$ cat config.mk
export PLATFORM = sky130hd
export DESIGN_NAME = circle_rectangle_edge_contact
export DESIGN_NICKNAME = d
export VERILOG_FILES = /design/src/hdl/crec_pkg.sv /design/src/hdl/crec_apb_regs.sv /design/src/hdl/crec_geom.sv /design/src/hdl/crec_contact.sv /design/src/hdl/circle_rectangle_edge_contact.sv
export SDC_FILE = /design/constraint.sdc
export NUM_CORES = 2
export LEC_CHECK = 0
export ABC_CLOCK_PERIOD_IN_PS = 15930
export BUFFER_PORTS_ARGS = -buffer_cell sky130_fd_sc_hd__buf_4
export CORE_MARGIN = 1
export CORE_UTILIZATION = 55
export CTS_CLUSTER_SIZE = 8
export DETAILED_ROUTE_END_ITERATION = 8
export PLACE_DENSITY = 0.7
export SLEW_MARGIN = 25
export SYNTH_ARGS = -nofsm -noshare
export SYNTH_HDL_FRONTEND = slang
export SYNTH_SLANG_ARGS = --single-unit
$ cat constraint.sdc
create_clock -name clk -period 15.93 [get_ports clk]
set_input_delay 2.3895 -clock clk [delete_from_list [all_inputs] [get_ports clk]]
set_output_delay 2.3895 -clock clk [all_outputs]
set_load 0.01 [all_outputs]
$ cat src/hdl/crec_pkg.sv
// Package for the circle / rectangle edge contact block.
// Holds field widths, register and zone codes, and the item and stage structs.
// No dependencies.
package crec_pkg;

	// Field widths.
	localparam int COORD_BITS  = 16;
	localparam int HALF_BITS   = 14;
	localparam int RADIUS_BITS = 12;
	localparam int ZONE_BITS   = 4;

	// Rectangle edge coordinates (center plus or minus half size) and distances to them.
	localparam int EDGE_BITS = ((COORD_BITS > HALF_BITS) ? COORD_BITS : HALF_BITS + 1) + 1;
	localparam int DIFF_BITS = EDGE_BITS + 1;
	localparam int SQ_BITS   = 2 * RADIUS_BITS;

	// Configuration port.
	localparam int APB_ADDR_BITS = 3;
	localparam int APB_DATA_BITS = 32;
	localparam int REG_IDX_BITS  = APB_ADDR_BITS - 2;
	localparam logic [REG_IDX_BITS-1:0] REG_BALL_RADIUS = '0;
	localparam logic [RADIUS_BITS-1:0]  RADIUS_RESET    = 12'd186;

	// Zone codes and the increments used when edges combine.
	localparam logic [ZONE_BITS-1:0] ZONE_NONE      = 4'd0;
	localparam logic [ZONE_BITS-1:0] ZONE_BOTTOM    = 4'd1;
	localparam logic [ZONE_BITS-1:0] ZONE_TOP       = 4'd2;
	localparam logic [ZONE_BITS-1:0] ZONE_LEFT      = 4'd3;
	localparam logic [ZONE_BITS-1:0] ZONE_RIGHT     = 4'd4;
	localparam logic [ZONE_BITS-1:0] ZONE_ADD_LEFT  = 4'd4;
	localparam logic [ZONE_BITS-1:0] ZONE_ADD_RIGHT = 4'd6;

	// One input item.
	typedef struct packed {
		logic signed [COORD_BITS-1:0] ball_x;
		logic signed [COORD_BITS-1:0] ball_y;
		logic signed [COORD_BITS-1:0] rect_cx;
		logic signed [COORD_BITS-1:0] rect_cy;
		logic [HALF_BITS-1:0]         half_width;
		logic [HALF_BITS-1:0]         half_height;
		logic                         ball_held;
	} item_t;

	// One result item.
	typedef struct packed {
		logic                 hit_bottom;
		logic                 hit_top;
		logic                 hit_left;
		logic                 hit_right;
		logic [ZONE_BITS-1:0] zone;
	} result_t;

	// Geometry flags and clamped distances handed from the geometry stage onward.
	// Suffixes b, t, l, r name the bottom, top, left and right edge lines.
	typedef struct packed {
		logic                   held;
		logic                   in_x;
		logic                   in_y;
		logic                   hw_zero;
		logic                   hh_zero;
		logic                   lt_b;
		logic                   lt_t;
		logic                   lt_l;
		logic                   lt_r;
		logic                   le_b;
		logic                   le_t;
		logic                   le_l;
		logic                   le_r;
		logic [RADIUS_BITS-1:0] d_b;
		logic [RADIUS_BITS-1:0] d_t;
		logic [RADIUS_BITS-1:0] d_l;
		logic [RADIUS_BITS-1:0] d_r;
	} geom_t;

	// Magnitude of a signed distance.
	function automatic logic [DIFF_BITS-1:0] mag(input logic signed [DIFF_BITS-1:0] v);
		logic [DIFF_BITS-1:0] m;
		m = v[DIFF_BITS-1] ? DIFF_BITS'(-v) : DIFF_BITS'(v);
		return m;
	endfunction

endpackage

$ cat src/hdl/crec_apb_regs.sv
// APB-style configuration register file for the edge contact block.
// Holds the ball radius register. Depends on crec_pkg.
module crec_apb_regs (
	input  logic                                clk,
	input  logic                                arst_n,
	input  logic                                psel,
	input  logic                                penable,
	input  logic                                pwrite,
	input  logic [crec_pkg::APB_ADDR_BITS-1:0]  paddr,
	input  logic [crec_pkg::APB_DATA_BITS-1:0]  pwdata,
	output logic [crec_pkg::APB_DATA_BITS-1:0]  prdata,
	output logic                                pready,
	output logic [crec_pkg::RADIUS_BITS-1:0]    radius
);
	import crec_pkg::*;

	logic [REG_IDX_BITS-1:0] reg_idx;
	logic                    wr_en;
	logic [RADIUS_BITS-1:0]  radius_q;

	// Word index from the byte address; the port never waits.
	assign reg_idx = paddr[APB_ADDR_BITS-1:2];
	assign pready  = 1'b1;
	assign wr_en   = psel && penable && pwrite && pready;

	// Radius register write.
	always_ff @(posedge clk or negedge arst_n) begin
		if (!arst_n) begin
			radius_q <= RADIUS_RESET;
		end else if (wr_en && (reg_idx == REG_BALL_RADIUS)) begin
			radius_q <= pwdata[RADIUS_BITS-1:0];
		end
	end

	// Read back.
	always_comb begin
		unique case (reg_idx)
			REG_BALL_RADIUS: prdata = APB_DATA_BITS'(radius_q);
			default:         prdata = '0;
		endcase
	end

	assign radius = radius_q;

endmodule

$ cat src/hdl/crec_geom.sv
// Geometry stage of the edge contact block: edge positions, distances and compares.
// Registers its flags into the second pipeline stage. Depends on crec_pkg.
module crec_geom (
	input  logic                             clk,
	input  logic                             arst_n,
	input  logic                             valid_s1,
	input  crec_pkg::item_t                  item_s1,
	input  logic [crec_pkg::RADIUS_BITS-1:0] radius,
	output logic                             valid_s2,
	output crec_pkg::geom_t                  geom_s2
);
	import crec_pkg::*;

	logic signed [EDGE_BITS-1:0] px, py, lx, rx, by, ty;
	logic signed [DIFF_BITS-1:0] dif_l, dif_r, dif_b, dif_t;
	logic [DIFF_BITS-1:0]        mag_l, mag_r, mag_b, mag_t;
	logic [DIFF_BITS-1:0]        r_ext;
	geom_t                       geom;

	// Edge lines of the rectangle and the ball center, all sign extended.
	assign px = EDGE_BITS'(item_s1.ball_x);
	assign py = EDGE_BITS'(item_s1.ball_y);
	assign lx = EDGE_BITS'(item_s1.rect_cx) - EDGE_BITS'($signed({1'b0, item_s1.half_width}));
	assign rx = EDGE_BITS'(item_s1.rect_cx) + EDGE_BITS'($signed({1'b0, item_s1.half_width}));
	assign by = EDGE_BITS'(item_s1.rect_cy) - EDGE_BITS'($signed({1'b0, item_s1.half_height}));
	assign ty = EDGE_BITS'(item_s1.rect_cy) + EDGE_BITS'($signed({1'b0, item_s1.half_height}));

	// Distances from the ball center to each edge line.
	assign dif_l = DIFF_BITS'(px) - DIFF_BITS'(lx);
	assign dif_r = DIFF_BITS'(px) - DIFF_BITS'(rx);
	assign dif_b = DIFF_BITS'(py) - DIFF_BITS'(by);
	assign dif_t = DIFF_BITS'(py) - DIFF_BITS'(ty);
	assign mag_l = mag(dif_l);
	assign mag_r = mag(dif_r);
	assign mag_b = mag(dif_b);
	assign mag_t = mag(dif_t);
	assign r_ext = DIFF_BITS'(radius);

	// Compare against the radius; distances within the radius fit its width.
	always_comb begin
		geom.held    = item_s1.ball_held;
		geom.in_x    = (px >= lx) && (px <= rx);
		geom.in_y    = (py >= by) && (py <= ty);
		geom.hw_zero = (item_s1.half_width == '0);
		geom.hh_zero = (item_s1.half_height == '0);
		geom.lt_b    = mag_b < r_ext;
		geom.lt_t    = mag_t < r_ext;
		geom.lt_l    = mag_l < r_ext;
		geom.lt_r    = mag_r < r_ext;
		geom.le_b    = mag_b <= r_ext;
		geom.le_t    = mag_t <= r_ext;
		geom.le_l    = mag_l <= r_ext;
		geom.le_r    = mag_r <= r_ext;
		geom.d_b     = geom.le_b ? mag_b[RADIUS_BITS-1:0] : '0;
		geom.d_t     = geom.le_t ? mag_t[RADIUS_BITS-1:0] : '0;
		geom.d_l     = geom.le_l ? mag_l[RADIUS_BITS-1:0] : '0;
		geom.d_r     = geom.le_r ? mag_r[RADIUS_BITS-1:0] : '0;
	end

	// Stage valid.
	always_ff @(posedge clk or negedge arst_n) begin
		if (!arst_n) begin
			valid_s2 <= 1'b0;
		end else begin
			valid_s2 <= valid_s1;
		end
	end

	// Stage payload.
	always_ff @(posedge clk) begin
		if (valid_s1) begin
			geom_s2 <= geom;
		end
	end

endmodule

$ cat src/hdl/crec_contact.sv
// Contact stages of the edge contact block: squared corner distances, edge flags, zone.
// Produces the registered result and its strobe. Depends on crec_pkg.
module crec_contact (
	input  logic                             clk,
	input  logic                             arst_n,
	input  logic                             valid_s2,
	input  crec_pkg::geom_t                  geom_s2,
	input  logic [crec_pkg::RADIUS_BITS-1:0] radius,
	output logic                             done,
	output crec_pkg::result_t                result
);
	import crec_pkg::*;

	logic                 valid_s3;
	geom_t                geom_s3;
	logic [SQ_BITS-1:0]   sq_b_s3, sq_t_s3, sq_l_s3, sq_r_s3, sq_rad_s3;
	logic                 near_lb, near_rb, near_lt, near_rt;
	logic                 hb, ht, hl, hr;
	logic [ZONE_BITS-1:0] zone;
	result_t              res;
	logic                 done_q;
	result_t              result_q;

	// Squares of the clamped distances and of the radius.
	always_ff @(posedge clk or negedge arst_n) begin
		if (!arst_n) begin
			valid_s3 <= 1'b0;
		end else begin
			valid_s3 <= valid_s2;
		end
	end

	always_ff @(posedge clk) begin
		if (valid_s2) begin
			geom_s3   <= geom_s2;
			sq_b_s3   <= geom_s2.d_b * geom_s2.d_b;
			sq_t_s3   <= geom_s2.d_t * geom_s2.d_t;
			sq_l_s3   <= geom_s2.d_l * geom_s2.d_l;
			sq_r_s3   <= geom_s2.d_r * geom_s2.d_r;
			sq_rad_s3 <= radius * radius;
		end
	end

	// A corner is near when both offsets are within the radius and the squares sum within it.
	assign near_lb = geom_s3.le_l && geom_s3.le_b &&
		(({1'b0, sq_l_s3} + {1'b0, sq_b_s3}) <= {1'b0, sq_rad_s3});
	assign near_rb = geom_s3.le_r && geom_s3.le_b &&
		(({1'b0, sq_r_s3} + {1'b0, sq_b_s3}) <= {1'b0, sq_rad_s3});
	assign near_lt = geom_s3.le_l && geom_s3.le_t &&
		(({1'b0, sq_l_s3} + {1'b0, sq_t_s3}) <= {1'b0, sq_rad_s3});
	assign near_rt = geom_s3.le_r && geom_s3.le_t &&
		(({1'b0, sq_r_s3} + {1'b0, sq_t_s3}) <= {1'b0, sq_rad_s3});

	// Edge flags: line close, and the center over the segment or an end near.
	assign hb = !geom_s3.held && !geom_s3.hw_zero && geom_s3.lt_b &&
		(geom_s3.in_x || near_lb || near_rb);
	assign ht = !geom_s3.held && !geom_s3.hw_zero && geom_s3.lt_t &&
		(geom_s3.in_x || near_lt || near_rt);
	assign hl = !geom_s3.held && !geom_s3.hh_zero && geom_s3.lt_l &&
		(geom_s3.in_y || near_lb || near_lt);
	assign hr = !geom_s3.held && !geom_s3.hh_zero && geom_s3.lt_r &&
		(geom_s3.in_y || near_rb || near_rt);

	// Zone code: top overrides bottom, left and right add on when combined.
	always_comb begin
		zone = ZONE_NONE;
		if (hb) begin
			zone = ZONE_BOTTOM;
		end
		if (ht) begin
			zone = ZONE_TOP;
		end
		if (hl) begin
			zone = (zone == ZONE_NONE) ? ZONE_LEFT : zone + ZONE_ADD_LEFT;
		end
		if (hr) begin
			zone = (zone == ZONE_NONE) ? ZONE_RIGHT : zone + ZONE_ADD_RIGHT;
		end
		res.hit_bottom = hb;
		res.hit_top    = ht;
		res.hit_left   = hl;
		res.hit_right  = hr;
		res.zone       = zone;
	end

	// Result register and strobe.
	always_ff @(posedge clk or negedge arst_n) begin
		if (!arst_n) begin
			done_q <= 1'b0;
		end else begin
			done_q <= valid_s3;
		end
	end

	always_ff @(posedge clk) begin
		if (valid_s3) begin
			result_q <= res;
		end
	end

	assign done   = done_q;
	assign result = result_q;

`ifndef NO_ASSERTIONS
	// A held ball never reports contact.
	a_held_no_contact: assert property (@(posedge clk) disable iff (!arst_n)
		valid_s3 && geom_s3.held |=> result.zone == ZONE_NONE && !result.hit_bottom &&
			!result.hit_top && !result.hit_left && !result.hit_right)
		else $error("held ball produced a contact");

	// The zone is empty exactly when no edge is touched.
	a_zone_empty: assert property (@(posedge clk) disable iff (!arst_n)
		done |-> ((result.zone == ZONE_NONE) == !(result.hit_bottom || result.hit_top ||
			result.hit_left || result.hit_right)))
		else $error("zone disagrees with edge flags");
`endif

endmodule

$ cat src/hdl/circle_rectangle_edge_contact.sv
// Top level of the circle / rectangle edge contact block.
// Instantiates crec_apb_regs, crec_geom and crec_contact. Depends on crec_pkg.

// The block takes one item in every clock cycle: busy is always low, so an item is
// accepted at each edge where start is high. Each item's result appears on result,
// marked by done for exactly one cycle, and must be taken at the edge that ends that
// cycle because the block has no way to hold it. Each item passes the input
// register, the geometry stage (edge positions, distances and compares), the
// squaring stage, and the result register in that order; results come out in the
// order the items went in. The ball radius is set through the APB port at byte
// address 0 and should be changed only while no item is in flight.
module circle_rectangle_edge_contact (
	input  logic                                clk,
	input  logic                                arst_n,
	input  logic                                start,
	output logic                                busy,
	input  crec_pkg::item_t                     item,
	output logic                                done,
	output crec_pkg::result_t                   result,
	input  logic                                psel,
	input  logic                                penable,
	input  logic                                pwrite,
	input  logic [crec_pkg::APB_ADDR_BITS-1:0]  paddr,
	input  logic [crec_pkg::APB_DATA_BITS-1:0]  pwdata,
	output logic [crec_pkg::APB_DATA_BITS-1:0]  prdata,
	output logic                                pready
);
	import crec_pkg::*;

	logic [RADIUS_BITS-1:0] ball_radius;
	logic                   accept;
	logic                   valid_s1;
	item_t                  item_s1;
	logic                   valid_s2;
	geom_t                  geom_s2;

	// The pipeline never stalls.
	assign busy   = 1'b0;
	assign accept = start && !busy;

	// Configuration registers.
	crec_apb_regs u_regs (
		.clk     (clk),
		.arst_n  (arst_n),
		.psel    (psel),
		.penable (penable),
		.pwrite  (pwrite),
		.paddr   (paddr),
		.pwdata  (pwdata),
		.prdata  (prdata),
		.pready  (pready),
		.radius  (ball_radius)
	);

	// Input register.
	always_ff @(posedge clk or negedge arst_n) begin
		if (!arst_n) begin
			valid_s1 <= 1'b0;
		end else begin
			valid_s1 <= accept;
		end
	end

	always_ff @(posedge clk) begin
		if (accept) begin
			item_s1 <= item;
		end
	end

	// Geometry stage.
	crec_geom u_geom (
		.clk      (clk),
		.arst_n   (arst_n),
		.valid_s1 (valid_s1),
		.item_s1  (item_s1),
		.radius   (ball_radius),
		.valid_s2 (valid_s2),
		.geom_s2  (geom_s2)
	);

	// Squaring and decision stages.
	crec_contact u_contact (
		.clk      (clk),
		.arst_n   (arst_n),
		.valid_s2 (valid_s2),
		.geom_s2  (geom_s2),
		.radius   (ball_radius),
		.done     (done),
		.result   (result)
	);

`ifndef NO_ASSERTIONS
	// Every strobe traces back to an accepted item.
	a_done_has_item: assert property (@(posedge clk) disable iff (!arst_n)
		done |-> $past(accept, 4))
		else $error("result strobe without an accepted item");

	// Every item accepted out of reset yields a strobe.
	a_item_gives_done: assert property (@(posedge clk) disable iff (!arst_n)
		$past(accept, 4) && $past(arst_n, 4) && $past(arst_n, 3) && $past(arst_n, 2) &&
			$past(arst_n, 1) |-> done)
		else $error("accepted item produced no result");
`endif

endmodule
== Word level (Yosys, flattened, before mapping) ==
Index checks and enable logic that the tools add are counted.

* Flip-flop bits (word level): 311
* Input bits: 134
* Output and inout port bits: 43
* Logic and storage cells: 141

* Add/sub/neg operators: 18
* Multiply operators: 5
* $lt $le $gt $ge: 16
* Mux-type cells: 11
* Bitwise gates (word level): 1
* Reductions and logical operators: 38

{| class="wikitable"
|+ Operator list
! kind !! number
|-
| multiplier 12 x 12 -> 24 bit || 5
|-
| adder 24 x 24 -> 25 bit || 4
|-
| <= comparator 25 x 24 -> 1 bit || 4
|-
| <= comparator 18 x 12 -> 1 bit || 4
|-
| < comparator 18 x 12 -> 1 bit || 4
|-
| two-way mux 18 bit || 4
|-
| negation 18 bit || 4
|-
| subtractor 16 x 17 -> 18 bit || 4
|-
| adder 16 x 15 -> 17 bit || 2
|-
| >= comparator 16 x 17 -> 1 bit || 2
|-
| <= comparator 16 x 17 -> 1 bit || 2
|-
| subtractor 16 x 15 -> 17 bit || 2
|-
| logical NOT 14 bit || 2
|-
| logical AND 1 bit || 23
|-
| two-way mux 4 bit || 4
|-
| two-way mux 12 bit || 1
|-
| logical NOT 4 bit || 2
|-
| logical OR 1 bit || 8
|-
| adder 2 x 3 -> 4 bit, second input constant || 1
|-
| adder 4 x 3 -> 4 bit, second input constant || 1
|-
| logical NOT 1 bit || 3
|-
| two-way mux 2 bit || 1
|-
| two-way mux 1 bit || 1
|-
| inverter 1 bit || 1
|}

== Longest topological paths before layout ==
* Depth after elaboration: 14
* Mapped depth: 35
* Depth with buffers taken out: 33

== Cells and area by module ==
A second synthesis with hierarchy kept.

* Cells, all modules: 4,505
* Area, all modules: 43,619.3 µm²

{| class="wikitable"
|+ By module, submodules not included
! module !! times used !! cells each !! area an instance (µm²) !! sequential area each (µm²)
|-
| crec_contact || 1 || 2,953 || 28,801.4 || 4,134.0
|-
| crec_geom || 1 || 1,394 || 11,228.3 || 1,856.8
|-
| circle_rectangle_edge_contact || 1 || 96 || 2,829.0 || 2,817.7
|-
| crec_apb_regs || 1 || 62 || 760.7 || 306.5
|}

== Worst setup path before layout ==
Ideal clock, no wire load.

* Path kind: reg-to-reg
* Start: register item_s1[16] (netlist name)
* End: register u_geom.geom_s2[11] (netlist name)
* Library setup time: 0.176 ns
* Data arrival time: 6.358 ns
* Required time: 15.754 ns
* Path slack: 9.396 ns
* Stages on the path, launching flop included: 31
* Buffers on the path: 1
* Period minus slack after synthesis: 6.534 ns
* Path through: edfxtp_1 > inv_1 > ha_1 > nand2b_1 > a21oi_1 > o21ai_0 > a21oi_1 > o21ai_0 > a21oi_1 > o31a_1 > o41ai_1 > xnor2_1 > ha_1 > nand4_1 > or3_1 > a31o_2 > a41o_2 > clkinv_1 > nor2_1 > xnor2_1 > inv_1 > ha_1 > and3_1 > a221oi_1 > nor2b_1 > o31ai_1 > nand2b_1 > a21oi_1 > nor2_1 > dlygate4sd3_1 > nor4_1

* Cells in the longest elaborated chain, start to end: 5

{| class="wikitable"
|+ RTL lines
! what !! RTL line !! text
|-
| adder 16 x 15 -> 17 bit * || crec_geom.sv:24 || <nowiki>assign rx = EDGE_BITS'(item_s1.rect_cx) + EDGE_BITS'($signed({1'b0, item_s1.half_width}));</nowiki>
|-
| subtractor 16 x 17 -> 18 bit * || crec_geom.sv:30 || <nowiki>assign dif_r = DIFF_BITS'(px) - DIFF_BITS'(rx);</nowiki>
|-
| negation 18 bit || crec_pkg.sv:78 || <nowiki>m = v[DIFF_BITS-1] ? DIFF_BITS'(-v) : DIFF_BITS'(v);</nowiki>
|-
| two-way mux 18 bit * || crec_pkg.sv:78 ||
|-
| named net u_geom.mag_r[4] || crec_geom.sv:16 || <nowiki>logic [DIFF_BITS-1:0] mag_l, mag_r, mag_b, mag_t;</nowiki>
|-
| <= comparator 18 x 12 -> 1 bit * || crec_geom.sv:53 || <nowiki>geom.le_r = mag_r <= r_ext;</nowiki>
|}

Mark *: on every way through the listed nets, which the timed path passes. The rest lies on a longest branch.
A chain may end at the register's enable or synchronous reset.

== Worst setup path in the final report ==
* Start: register item_s1[1] (netlist name)
* End: register u_geom.geom_s2[27] (netlist name)

* Cells in the longest elaborated chain, start to end: 5

{| class="wikitable"
|+ RTL lines
! what !! RTL line !! text
|-
| adder 16 x 15 -> 17 bit * || crec_geom.sv:26 || <nowiki>assign ty = EDGE_BITS'(item_s1.rect_cy) + EDGE_BITS'($signed({1'b0, item_s1.half_height}));</nowiki>
|-
| subtractor 16 x 17 -> 18 bit * || crec_geom.sv:32 || <nowiki>assign dif_t = DIFF_BITS'(py) - DIFF_BITS'(ty);</nowiki>
|-
| negation 18 bit || crec_pkg.sv:78 ||
|-
| two-way mux 18 bit * || crec_pkg.sv:78 ||
|-
| named net u_geom.mag_t[3] || crec_geom.sv:16 ||
|-
| <= comparator 18 x 12 -> 1 bit || crec_geom.sv:51 || <nowiki>geom.le_t = mag_t <= r_ext;</nowiki>
|}

Marks and branches as above.

==> reports/qor.txt <==
final-report hold violation count: 0
Pleak: 22.30 nW
Syn Std Cell Area: 43,510 um2
WL/cell: 17.40 um
placed cell area: 45,400 um2
Synth Area in Compound Gates: 12.62%
DIE AREA: 80,240 um2
number of global-route vias before repair: 32,250
area leader, netlist: edfxtp_1
cell row count: 102
Initial Util: 55.90%
vias per inst: 5.639
CTS sink count: 306
WL final: 99,550 um
via count: 32,270
Worst Hold Path EP: u_contact.geom_s3[56]
first-pass GRT wire length: 163,200 um
WP data required: 16.36 ns
Post-CTS Resized: 0
DIE HEIGHT: 283.3 um
Switch Pwr: 4.674 mW
Placement Setup Slack: 8.454 ns
Max Root-Sink Buffers: 3
hold path depth: 0
syn avg cell area: 9.538 um2
Flop pwr share: 15.5%
number of synthesized flops with an enable pin: 290
core box area: 77,850 um2
total CTS buffers: 46
drt drc: 0
Crit. End Element: flop
Setup WS post-layout: 8.529 ns
ys async rst share: 5.229%
GRT Residual Overflow: 0
mux contribution to synthesized area: 0.6815%
largest cells by area after synthesis: edfxtp_1, ha_1, fa_1
worst clock skew: 0.03667 ns
final non-filler cell total: 5,723
worst path arrival time: 7.83 ns
most instantiated cells after synthesis: ha_1, inv_1, fa_1, edfxtp_1
CTS HTree Levels: 2
Max-Slew Margin vs Limit: 25.40%
TritonCTS clock tree: built
sw frac: 48.67%
most common cell in the synthesized netlist: ha_1
Fmax: 135.1 MHz
dpl cells: 5,646
Pint: 4.929 mW
Yosys reg bits: 306
post-synth top area share: 20.01%
worst r2r src: item_s1[1]
Final Setup Violations: 0
Worst-Skew Late Latency: 0.61 ns
ys flop type: edfxtp_1
Largest stage delay, worst path: 0.65 ns
CP max FO: 12
final worst-path cycle share: 46.46%
post-CTS setup buffer count: 0
Fillers: 6,802
largest net degree at the start of global routing: 75
Crit-path slowest cell: a31oi_1
area share of fa/ha/maj cells after synthesis: 37.26%
area growth from synthesis to layout: 7.473%
GPL Wtd Cong: 0.9671
synth warn: 0
All-Layer GR Usage: 25.12%
startpoint class of the critical path: flop
Post-Synthesis Cells: 4,562
final instance area: 46,770 um2
Hold Startpoint: u_geom.geom_s2[56]
worst min path class: flop to flop
Pwr Total: 9.603 mW
antenna cells: 0
Worst-Margin Slew: 1.091 ns
Post-Synth Simple-Gate Area: 15.11%
Final min period: 7.401 ns
initial antenna violation count: 1
layout cells sized above 1: 6.086%
Max Cap Violations: 0
cts hold-fix bufs: 0
clk slew on worst S/H paths: 0.06 ns
Synth Area in XOR/XNOR: 6.380%
drt first pass iters: 6
max-slew violation count: 0
Root Buffer: clkbuf_16
initial DRC count: 2,012
Port Buffers: 132
RSZ-0062 raised after global routing: no
Reg-to-Reg End: u_geom.geom_s2[27]
R2R cell count: 31
NumNets Final: 5,845
hpwl dp: 83,070 um
Top Ports: 177
Comb pwr share: 75.0%
clock share of power: 9.5%
Max VDD drop: 0.0002907 V
post-route setup TNS: 0 ns
Pwr Density: 205.3 nW/um2
register area share after synthesis: 20.95%
status: finished, final reports clean
die width: 283.3 um
Yosys cell types: 100
remaining antenna violation count: 0
main combinational cell family by area after synthesis: adder cells
reg2reg setup slack: 8.53 ns
most used cell, CP: a21o_1
critical path class: flop to flop
[flip-flops by register name, indices dropped and copies added (netlist names), 8 cells and up]
name and cells:
item_s1 93, u_geom.geom_s2 61, u_contact.sq_b_s3 23, u_contact.sq_l_s3 23, u_contact.sq_r_s3 23, u_contact.sq_rad_s3 23, u_contact.sq_t_s3 23, u_contact.geom_s3 13
u_regs.radius 12, u_contact.result 8
[metal layers]
| metal | up-vias | GRT usage, % | wire length, um |
|---|---|---|---|
| met5 | - | 0 | 0 |
| met4 | 0 | 7.500 | 3109 |
| met3 | 131 | 2.367 | 4300 |
| met2 | 748 | 42.79 | 47540 |
| met1 | 15550 | 33.88 | 44600 |
| li1 | 15840 | - | - |
[power by group through the flow]
stage	combinational (mW)	sequential, mW	clock [mW]
2_1_floorplan	5.66	1.35	0
3_3_place_gp	6.94	1.50	0
4_1_cts	7.15	1.49	0.935
3_5_place_dp	7.09	1.50	0
6_report	7.20	1.49	0.912
5_1_grt	8.20	1.50	0.965
[stage by stage]
stage | hold slack (ns) | utilization (%)
after floorplan | 0.4003 | -
after global placement | 0.4024 | 58.32
after detailed placement | 0.4054 | 58.32
after CTS | 0.4130 | 60.05
after global routing | 0.4158 | 60.07
final | 0.4097 | 60.07
[cell type report]
cell class                 count  area (um2)  area share [%]
clock inverter                 8       91.34          0.1953
multi-input combinational   3496       31450           67.25
tap                         1040        1301           2.782
sequential                   306        9120           19.50
inverter                     664        2492           5.329
clock buffer                  69        1259           2.692
timing repair buffer         140        1051           2.247
[cells in the final DEF (no fill, tap or decap), types with 12 or more instances in the layout]
| cell | n |
|---|---|
| or2_2 | 27 |
| nor2b_1 | 85 |
| o31a_1 | 12 |
| a211o_1 | 17 |
| a21o_1 | 103 |
| nand2b_1 | 49 |
| o211ai_1 | 14 |
| inv_1 | 656 |
| fa_1 | 398 |
| a21oi_1 | 249 |
| clkbuf_1 | 22 |
| o21ai_0 | 161 |
| xnor2_1 | 228 |
| nor3b_1 | 30 |
| nand4_1 | 49 |
| and3_1 | 34 |
| a211oi_1 | 34 |
| mux2_2 | 21 |
| or3_1 | 24 |
| o21bai_1 | 33 |
| xor2_1 | 89 |
| nand3_1 | 74 |
| buf_4 | 140 |
| nor4_1 | 22 |
| a31oi_1 | 26 |
| nand2_1 | 228 |
| o21a_1 | 39 |
| clkbuf_16 | 47 |
| edfxtp_1 | 290 |
| o41ai_1 | 12 |
| nor2_1 | 248 |
| and2_1 | 215 |
| conb_1 | 22 |
| ha_1 | 659 |
| nor3_1 | 93 |
[worst max-delay path by stage]
stage,start,cells after the start,slack (ns),endpoint
floorplan,item_s1[16],30,9.40,u_geom.geom_s2[11]
global placement,item_s1[2],30,8.54,u_geom.geom_s2[28]
detailed placement,item_s1[2],30,8.45,u_geom.geom_s2[33]
CTS,item_s1[2],30,8.42,u_geom.geom_s2[27]
global route,item_s1[1],31,7.87,u_geom.geom_s2[27]
finish,item_s1[1],31,8.53,u_geom.geom_s2[27]
[worst max-delay path: cells and delay by family, from the launching register on]
kind                     cells  cell delay (ns)
AO/OA/AOI/OAI               17             4.11
AND/OR/NAND/NOR              7             1.17
adder cells (fa/ha/maj)      4             1.12
flip-flops                   1             0.45
XOR/XNOR                     2             0.32
buffers and inverters        1             0.07
[cells by family (layout without fill, tap and decap cells)]
family / after synthesis / in the layout
compound gates: 834 / 834
xor+xnor: 317 / 317
fa+ha+maj: 1057 / 1057
buf+inv: 780 / 881
flops: 306 / 306
mux: 27 / 27
other cells: 2 / 22
simple gates: 1239 / 1239
(Power assumes the default switching activity.)
